File: src/hdl/ymd_pkg.sv
// ----------------------------------------------------------------------------
// ymd_pkg
// shared types and codes for the ymodem packet deframer
// ----------------------------------------------------------------------------
`default_nettype none

package ymd_pkg;

    localparam int unsigned TICK_W  = 24;
    localparam int unsigned INDEX_W = 10;

    typedef logic [2:0] status_t;

    localparam status_t ST_OK      = 3'd0;
    localparam status_t ST_EOT     = 3'd1;
    localparam status_t ST_CAN     = 3'd2;
    localparam status_t ST_TIMEOUT = 3'd3;
    localparam status_t ST_BAD     = 3'd4;

    localparam logic [7:0] CH_SOH = 8'h01;
    localparam logic [7:0] CH_STX = 8'h02;
    localparam logic [7:0] CH_EOT = 8'h04;
    localparam logic [7:0] CH_CAN = 8'h18;

    localparam logic [15:0] CRC_POLY = 16'h1021;

    localparam logic [INDEX_W-1:0] LAST_SHORT = 10'd127;
    localparam logic [INDEX_W-1:0] LAST_LONG  = 10'd1023;

    localparam logic [TICK_W-1:0] TICK_MAX      = 24'hFFFFFF;
    localparam logic [TICK_W-1:0] TIMEOUT_RESET = 24'd1000;

    typedef struct packed {
        logic               kind;
        logic [7:0]         payload_byte;
        logic [INDEX_W-1:0] byte_index;
        status_t            packet_status;
        logic [7:0]         sequence_number;
        logic               long_packet;
    } result_t;

endpackage

`default_nettype wire

File: src/hdl/ymodem_packet_deframer_core.sv
// ----------------------------------------------------------------------------
// ymodem_packet_deframer_core
// ymodem packet receiver front end with crc-16/xmodem check
// ----------------------------------------------------------------------------
// input beats carry either a received byte (s_tuser = 0) or one timer tick
// (s_tuser = 1). the block hunts for SOH or STX, collects sequence, its
// complement, 128 or 1024 payload bytes and a big-endian crc, and emits one
// output beat per payload byte plus one status beat per packet end. EOT and
// CAN while hunting, a tick timeout, and the final crc/complement check each
// give a status beat (m_tuser = 1).
// one input beat is taken every cycle while s_tready is high; a resulting
// output beat goes to the result register (or the skid entry) for the m_ side.
// the framing state updates in the same cycle the beat is accepted.
// a result register plus one skid entry decouple the sides: s_tready drops
// only while the skid entry is held, i.e. after the receiver stalls with
// a result pending and another result arrives.
// reset (aresetn low, synchronous) returns to hunting, empties the output
// and sets the timeout limit to 1000 ticks. cfg writes are always ready and
// should only be issued while the block is idle.
// ----------------------------------------------------------------------------
`default_nettype none

module ymodem_packet_deframer_core (
    input  wire logic        aclk,
    input  wire logic        aresetn,
    input  wire logic        cfg_valid,
    output logic             cfg_ready,
    input  wire logic [23:0] cfg_data,   // timeout_ticks
    input  wire logic        s_tvalid,
    output logic             s_tready,
    input  wire logic [7:0]  s_tdata,    // rx_byte
    input  wire logic        s_tuser,    // operation
    output logic             m_tvalid,
    input  wire logic        m_tready,
    output logic [31:0]      m_tdata,    // payload_byte, byte_index, packet_status,
                                         // sequence_number, long_packet, zero pad
    output logic             m_tuser     // result_kind
);
    import ymd_pkg::*;

    logic    res_valid;
    result_t res;
    result_t out_res;

    assign cfg_ready = 1'b1;

    ymd_deframe u_deframe (
        .aclk      (aclk),
        .aresetn   (aresetn),
        .cfg_we    (cfg_valid & cfg_ready),
        .cfg_data  (cfg_data),
        .evt_valid (s_tvalid & s_tready),
        .evt_tick  (s_tuser),
        .evt_byte  (s_tdata),
        .res_valid (res_valid),
        .res       (res)
    );

    ymd_out_stage u_out (
        .aclk      (aclk),
        .aresetn   (aresetn),
        .in_valid  (res_valid),
        .in_data   (res),
        .in_ready  (s_tready),
        .out_valid (m_tvalid),
        .out_data  (out_res),
        .out_ready (m_tready)
    );

    assign m_tuser = out_res.kind;
    assign m_tdata = {2'b00, out_res.long_packet, out_res.sequence_number,
                      out_res.packet_status, out_res.byte_index, out_res.payload_byte};

endmodule

`default_nettype wire

File: src/hdl/ymd_deframe.sv
// ----------------------------------------------------------------------------
// ymd_deframe
// packet framing state, crc-16 check and tick timeout, one event per cycle
// ----------------------------------------------------------------------------
`default_nettype none

module ymd_deframe (
    input  wire logic                       aclk,
    input  wire logic                       aresetn,
    input  wire logic                       cfg_we,
    input  wire logic [ymd_pkg::TICK_W-1:0] cfg_data,
    input  wire logic                       evt_valid,
    input  wire logic                       evt_tick,
    input  wire logic [7:0]                 evt_byte,
    output logic                            res_valid,
    output ymd_pkg::result_t                res
);
    import ymd_pkg::*;

    typedef enum logic [2:0] {
        PH_HUNT = 3'd0,
        PH_SEQ  = 3'd1,
        PH_SEQC = 3'd2,
        PH_DATA = 3'd3,
        PH_CRCH = 3'd4,
        PH_CRCL = 3'd5
    } phase_t;

    function automatic logic [15:0] crc_byte(input logic [15:0] crc, input logic [7:0] b);
        logic [15:0] c;
        c = crc ^ {b, 8'h00};
        for (int k = 0; k < 8; k++) begin
            c = c[15] ? ({c[14:0], 1'b0} ^ CRC_POLY) : {c[14:0], 1'b0};
        end
        return c;
    endfunction

    phase_t             phase_reg,   phase_next;
    logic [INDEX_W-1:0] count_reg,   count_next;
    logic               long_reg,    long_next;
    logic [7:0]         seq_reg,     seq_next;
    logic [7:0]         seqc_reg,    seqc_next;
    logic [15:0]        crc_reg,     crc_next;
    logic [7:0]         crch_reg,    crch_next;
    logic [TICK_W-1:0]  elapsed_reg, elapsed_next;
    logic [TICK_W-1:0]  timeout_reg;

    logic [TICK_W-1:0]  elapsed_inc;
    logic [INDEX_W-1:0] last_index;
    logic               do_clear;

    always_ff @(posedge aclk) begin
        if (!aresetn) begin
            timeout_reg <= TIMEOUT_RESET;
        end else if (cfg_we) begin
            timeout_reg <= cfg_data;
        end
    end

    always_comb begin
        elapsed_inc  = (elapsed_reg == TICK_MAX) ? elapsed_reg : elapsed_reg + 1'b1;
        last_index   = long_reg ? LAST_LONG : LAST_SHORT;
        phase_next   = phase_reg;
        count_next   = count_reg;
        long_next    = long_reg;
        seq_next     = seq_reg;
        seqc_next    = seqc_reg;
        crc_next     = crc_reg;
        crch_next    = crch_reg;
        elapsed_next = elapsed_reg;
        do_clear     = 1'b0;
        res_valid    = 1'b0;
        res.kind            = 1'b0;
        res.payload_byte    = 8'h00;
        res.byte_index      = '0;
        res.packet_status   = ST_OK;
        res.sequence_number = seq_reg;
        res.long_packet     = long_reg;

        if (evt_valid) begin
            if (evt_tick) begin
                elapsed_next = elapsed_inc;
                if (elapsed_inc > timeout_reg) begin
                    res_valid         = 1'b1;
                    res.kind          = 1'b1;
                    res.packet_status = ST_TIMEOUT;
                    do_clear          = 1'b1;
                end
            end else begin
                case (phase_reg)
                    PH_HUNT: begin
                        if (evt_byte == CH_SOH || evt_byte == CH_STX) begin
                            long_next    = (evt_byte == CH_STX);
                            seq_next     = 8'h00;
                            seqc_next    = 8'h00;
                            count_next   = '0;
                            crc_next     = 16'h0000;
                            elapsed_next = '0;
                            phase_next   = PH_SEQ;
                        end else if (evt_byte == CH_EOT) begin
                            res_valid         = 1'b1;
                            res.kind          = 1'b1;
                            res.packet_status = ST_EOT;
                            do_clear          = 1'b1;
                        end else if (evt_byte == CH_CAN) begin
                            res_valid         = 1'b1;
                            res.kind          = 1'b1;
                            res.packet_status = ST_CAN;
                            do_clear          = 1'b1;
                        end
                    end
                    PH_SEQ: begin
                        seq_next     = evt_byte;
                        elapsed_next = '0;
                        phase_next   = PH_SEQC;
                    end
                    PH_SEQC: begin
                        seqc_next    = evt_byte;
                        elapsed_next = '0;
                        phase_next   = PH_DATA;
                    end
                    PH_DATA: begin
                        res_valid        = 1'b1;
                        res.payload_byte = evt_byte;
                        res.byte_index   = count_reg;
                        crc_next         = crc_byte(crc_reg, evt_byte);
                        elapsed_next     = '0;
                        if (count_reg >= last_index) begin
                            count_next = '0;
                            phase_next = PH_CRCH;
                        end else begin
                            count_next = count_reg + 1'b1;
                        end
                    end
                    PH_CRCH: begin
                        crch_next    = evt_byte;
                        elapsed_next = '0;
                        phase_next   = PH_CRCL;
                    end
                    PH_CRCL: begin
                        res_valid = 1'b1;
                        res.kind  = 1'b1;
                        if (seq_reg == ~seqc_reg && {crch_reg, evt_byte} == crc_reg) begin
                            res.packet_status = ST_OK;
                        end else begin
                            res.packet_status = ST_BAD;
                        end
                        do_clear = 1'b1;
                    end
                    default: begin
                        do_clear = 1'b1;
                    end
                endcase
            end
        end

        if (do_clear) begin
            phase_next   = PH_HUNT;
            count_next   = '0;
            long_next    = 1'b0;
            seq_next     = 8'h00;
            seqc_next    = 8'h00;
            crc_next     = 16'h0000;
            crch_next    = 8'h00;
            elapsed_next = '0;
        end
    end

    always_ff @(posedge aclk) begin
        if (!aresetn) begin
            phase_reg   <= PH_HUNT;
            count_reg   <= '0;
            long_reg    <= 1'b0;
            seq_reg     <= 8'h00;
            seqc_reg    <= 8'h00;
            crc_reg     <= 16'h0000;
            crch_reg    <= 8'h00;
            elapsed_reg <= '0;
        end else begin
            phase_reg   <= phase_next;
            count_reg   <= count_next;
            long_reg    <= long_next;
            seq_reg     <= seq_next;
            seqc_reg    <= seqc_next;
            crc_reg     <= crc_next;
            crch_reg    <= crch_next;
            elapsed_reg <= elapsed_next;
        end
    end

endmodule

`default_nettype wire

File: src/hdl/ymd_out_stage.sv
// ----------------------------------------------------------------------------
// ymd_out_stage
// result register with a skid entry between the deframer and the output port
// ----------------------------------------------------------------------------
`default_nettype none

module ymd_out_stage (
    input  wire logic              aclk,
    input  wire logic              aresetn,
    input  wire logic              in_valid,
    input  wire ymd_pkg::result_t  in_data,
    output logic                   in_ready,
    output logic                   out_valid,
    output ymd_pkg::result_t       out_data,
    input  wire logic              out_ready
);
    import ymd_pkg::*;

    logic    out_valid_reg;
    logic    skid_valid_reg;
    result_t out_reg;
    result_t skid_reg;
    logic    pop;

    assign pop       = out_valid_reg & out_ready;
    assign in_ready  = ~skid_valid_reg;
    assign out_valid = out_valid_reg;
    assign out_data  = out_reg;

    always_ff @(posedge aclk) begin
        if (!aresetn) begin
            out_valid_reg  <= 1'b0;
            skid_valid_reg <= 1'b0;
        end else if (skid_valid_reg) begin
            if (pop) begin
                out_reg        <= skid_reg;
                skid_valid_reg <= 1'b0;
            end
        end else if (in_valid) begin
            if (!out_valid_reg || pop) begin
                out_reg       <= in_data;
                out_valid_reg <= 1'b1;
            end else begin
                skid_reg       <= in_data;
                skid_valid_reg <= 1'b1;
            end
        end else if (pop) begin
            out_valid_reg <= 1'b0;
        end
    end

endmodule

`default_nettype wire

File: config.mk
export PLATFORM = sky130hd
export DESIGN_NAME = ymodem_packet_deframer_core
export DESIGN_NICKNAME = d
export VERILOG_FILES = /design/src/hdl/ymd_pkg.sv /design/src/hdl/ymodem_packet_deframer_core.sv /design/src/hdl/ymd_deframe.sv /design/src/hdl/ymd_out_stage.sv
export SDC_FILE = /design/constraint.sdc
export NUM_CORES = 1
export LEC_CHECK = 0
export ABC_AREA = 1
export BUFFER_PORTS_ARGS = -buffer_cell sky130_fd_sc_hd__buf_4
export CORE_MARGIN = 2
export CORE_UTILIZATION = 60
export CTS_CLUSTER_SIZE = 28
export DETAILED_ROUTE_END_ITERATION = 8
export PLACE_DENSITY = 0.8
export SYNTH_ARGS = -nofsm -noshare
export SYNTH_HDL_FRONTEND = slang
export SYNTH_SLANG_ARGS = --single-unit
File: constraint.sdc
create_clock -name aclk -period 5.1 [get_ports aclk]
set_input_delay 0.255 -clock aclk [delete_from_list [all_inputs] [get_ports aclk]]
set_output_delay 0.255 -clock aclk [all_outputs]
set_load 0.01 [all_outputs]
==> results.md <==
* Kind of critical path: reg2reg
* # port buffers at 70
* Number of antenna violations at the first check in global routing at 0
* Avg Vias per Cell at 5.36
* Chain of cells forming the critical path: ha_1 > nand2_1 > nor2_2 > nand2_1 > nor3_1 > nand4_1 > and2_1 > ha_1 > nand2_1 > nor2_1 > nand2_1 > nor2_1 > nand2_1 > nand3_1 > nand2_1 > nand2_1 > nand3_1 > nand2_2 > buf_4 > nor2_1
* Post-synthesis sequential element count at 166
* First-iteration detailed-routing DRC count at 773
* Clock edge transition at the registers on the reported setup and hold paths at 60 ps
* Most frequent cells after synthesis: nand2_1, nor2_1, inv_1
* DIE HEIGHT at 124 µm
* R2R depth at 20
* Final hold violations at 0
* Critical Path AT at 4260 ps
* Area growth from synthesis to final layout at 13.1%
* Total power of the final layout at 2.76 mW
* Met2 track utilization from global routing at 40.1%
* Ranking of synthesized cells by area: dfxtp_1, edfxtp_1, nand2_1, nor2_1, inv_1
* Pin count of the biggest net entering global routing at 79
* Clock sinks at 166
* Synthesis warning total at 0
* Setup slack after layout at 1130 ps
* Boundary Pins at 74
* Number of hold buffers added after CTS at 0
* Post-synth design cell area at 8690 µm²
* GR Layer Usage met3 at 6.01%
* Wire length of the first global-routing pass at 33.2 mm
* Placement-stage worst setup slack at 1230 ps
* Vias in the first global route at 6,750
* Detail Route Antenna Nets at 0
* Run status: completed
* CP Max Fanout at 78
* DR vias at 7,332
* Number of placed instances with taps included at 1,337
* Combined global-route utilization of all metal layers at 26.3%
* GP Congestion at 0.902
* Highest ir drop seen on vdd at 0.238 mV
* Post-synthesis sequential area ratio at 45.4%
* Chip width at 124 µm
* Final WL at 20.2 mm
* Number of flops mapped to enable cells by yosys at 62
* Final number of setup-violating endpoints at 0
* P_leak at 4.14 nW
* Number of antenna cells inserted at 0
* Post-route fraction of the period consumed by the critical path at 77.9%
* Max Buffers Root-to-Sink at 2
* Min-delay worst type: in2reg
* Mapped Cells at 1,121
* Layout Cells excl Fill at 1,369
* Cell depth of the worst min-delay path at 3
* Average routed wire per standard cell at 14.7 µm
* Worst-Margin Slew at 857 ps
* Commonest register cell after synthesis: dfxtp_1
* Layout Utilization at 70.2%
* Clock latency at the later pin of the worst-skew pair at 440 ps
* Root Buffer Master: clkbuf_16
* Library cell contributing the largest single delay on the critical path: buf_4
* Aggregate negative setup slack at 0 ps
* Library cell with the largest summed area after synthesis: dfxtp_1
* Slew Limit Fails at 0
* Area share of the leading cell type in the synthesized netlist at 24.0%
* Largest clock skew in the final design at 8.49 ps
* Routing layer with the top usage in global route: met2
* Die area at 15,500 µm²
* Number of buffers created by CTS at 17
* Detailed-router iteration count before antenna repair at 6
* Remaining max-slew budget at the tightest pin at 42.8%
* WHS at 29.3 ps
* Core area at 14,000 µm²
* Mean instance size in the synthesized netlist at 7.75 µm²
* Total half-perimeter wirelength after legalization and detailed placement at 14.6 mm
* Critical path startpoint category: flip-flop
* Required time at the endpoint of the critical path at 5390 ps
* Kind of end point of the critical path: flip-flop
* Critical path's most frequent cell: nand2_1
* H-tree depth at 4
* Post-layout instance area at 9820 µm²
* Remaining DRCs at 0
* Max-capacitance violation count at 0
* Global-route track usage on met1 at 38.0%
* Placement row count at 43
* Ratio of cells with drive above 1 in the final layout at 13.2%
* Sum of overflow across all layers after global routing at 0
* DP Area at 9270 µm²
* Unrepaired setup endpoints after global routing: false
* Most common cell in the netlist: nand2_1
* Cells resized by post-CTS repair at 0
* Final Net Count at 1,243
* Highest achievable clock rate at 252 MHz
* Clock tree from TritonCTS: done
* Starting Density at 62.1%
* Ratio of total power to cell area at 281 nW/µm²
* Slowest stage delay, CP at 670 ps
* Final Critical Period at 3970 ps
* Proportion of synthesized flip-flops having asynchronous set or reset at 0%
* Post-CTS Setup Inserts at 0
* Unique masters post-synth at 43
## final cells by class
| cell class | instances | area (µm²) |
|---|---|---|
| Multi-Input combinational cell | 779 | 4020 |
| Clock inverter | 14 | 119 |
| Fill cell | 1162 | 4170 |
| Sequential cell | 166 | 3940 |
| Timing Repair Buffer | 76 | 571 |
| Clock buffer | 18 | 429 |
| Tap cell | 180 | 225 |
| Inverter | 136 | 512 |
## final timing paths
check                      startpoint                       end  slack [ps]
min                       cfg_data[3]  u_deframe.timeout_reg[3]          30
max          u_deframe.elapsed_reg[1]      u_deframe.crc_reg[9]        1130
min reg2reg        u_deframe.long_reg         u_out.skid_reg[0]         430
max reg2reg  u_deframe.elapsed_reg[1]      u_deframe.crc_reg[9]        1130
## critical path, delay by kind of cell, from the launching register on
kind,cells,cell delay [ps]
DFF,1,400
buffers and inverters,1,670
adders and majority gates,2,530
and+or+nand+nor,17,2180
## cell families (layout without fill, tap and decap cells)
kind of cell,count (synthesis),in the layout,share of synthesized area [%]
buffers and inverters,177,244,8.41
DFF,166,166,45.4
and+or+nand+nor,519,519,25.7
other,2,3,0.0865
xor gates and xnor gates,57,57,5.83
adders and majority gates,29,29,4.18
AOI/OAI and AO/OA,171,171,10.4
## routing by layer
layer  part of all wire, %  vias to the layer above
met5                     0                        -
met2                    44                      227
li1                      -                     3710
met3                   6.4                       33
met4                   1.5                        0
met1                    48                     3362
## layout by cell type (no fill, tap or decap), types with 16 or more instances in the layout
master     netlist  layout
clkbuf_16        0      17
xnor2_1         23      23
inv_1          123     123
nor2_2          15      16
nor3_1          21      21
nand3_1         50      50
nand2_1        236     236
buf_4            4      76
o21ai_0         91      91
xor2_1          33      33
edfxtp_1        62      62
dfxtp_1        104     104
nor2_1         166     165
ha_1            29      29
a21oi_1         57      56
## where the power goes
| part | switching [mW] | internal [mW] | total (mW) | leakage, nW |
|---|---|---|---|---|
| Sequential | 0.00721 | 1.39 | 1.39 | 1.45 |
| Clock | 0.555 | 0.633 | 1.19 | 0.258 |
| Combinational | 0.118 | 0.0625 | 0.181 | 2.43 |
Power figures use the tool's default switching activity.
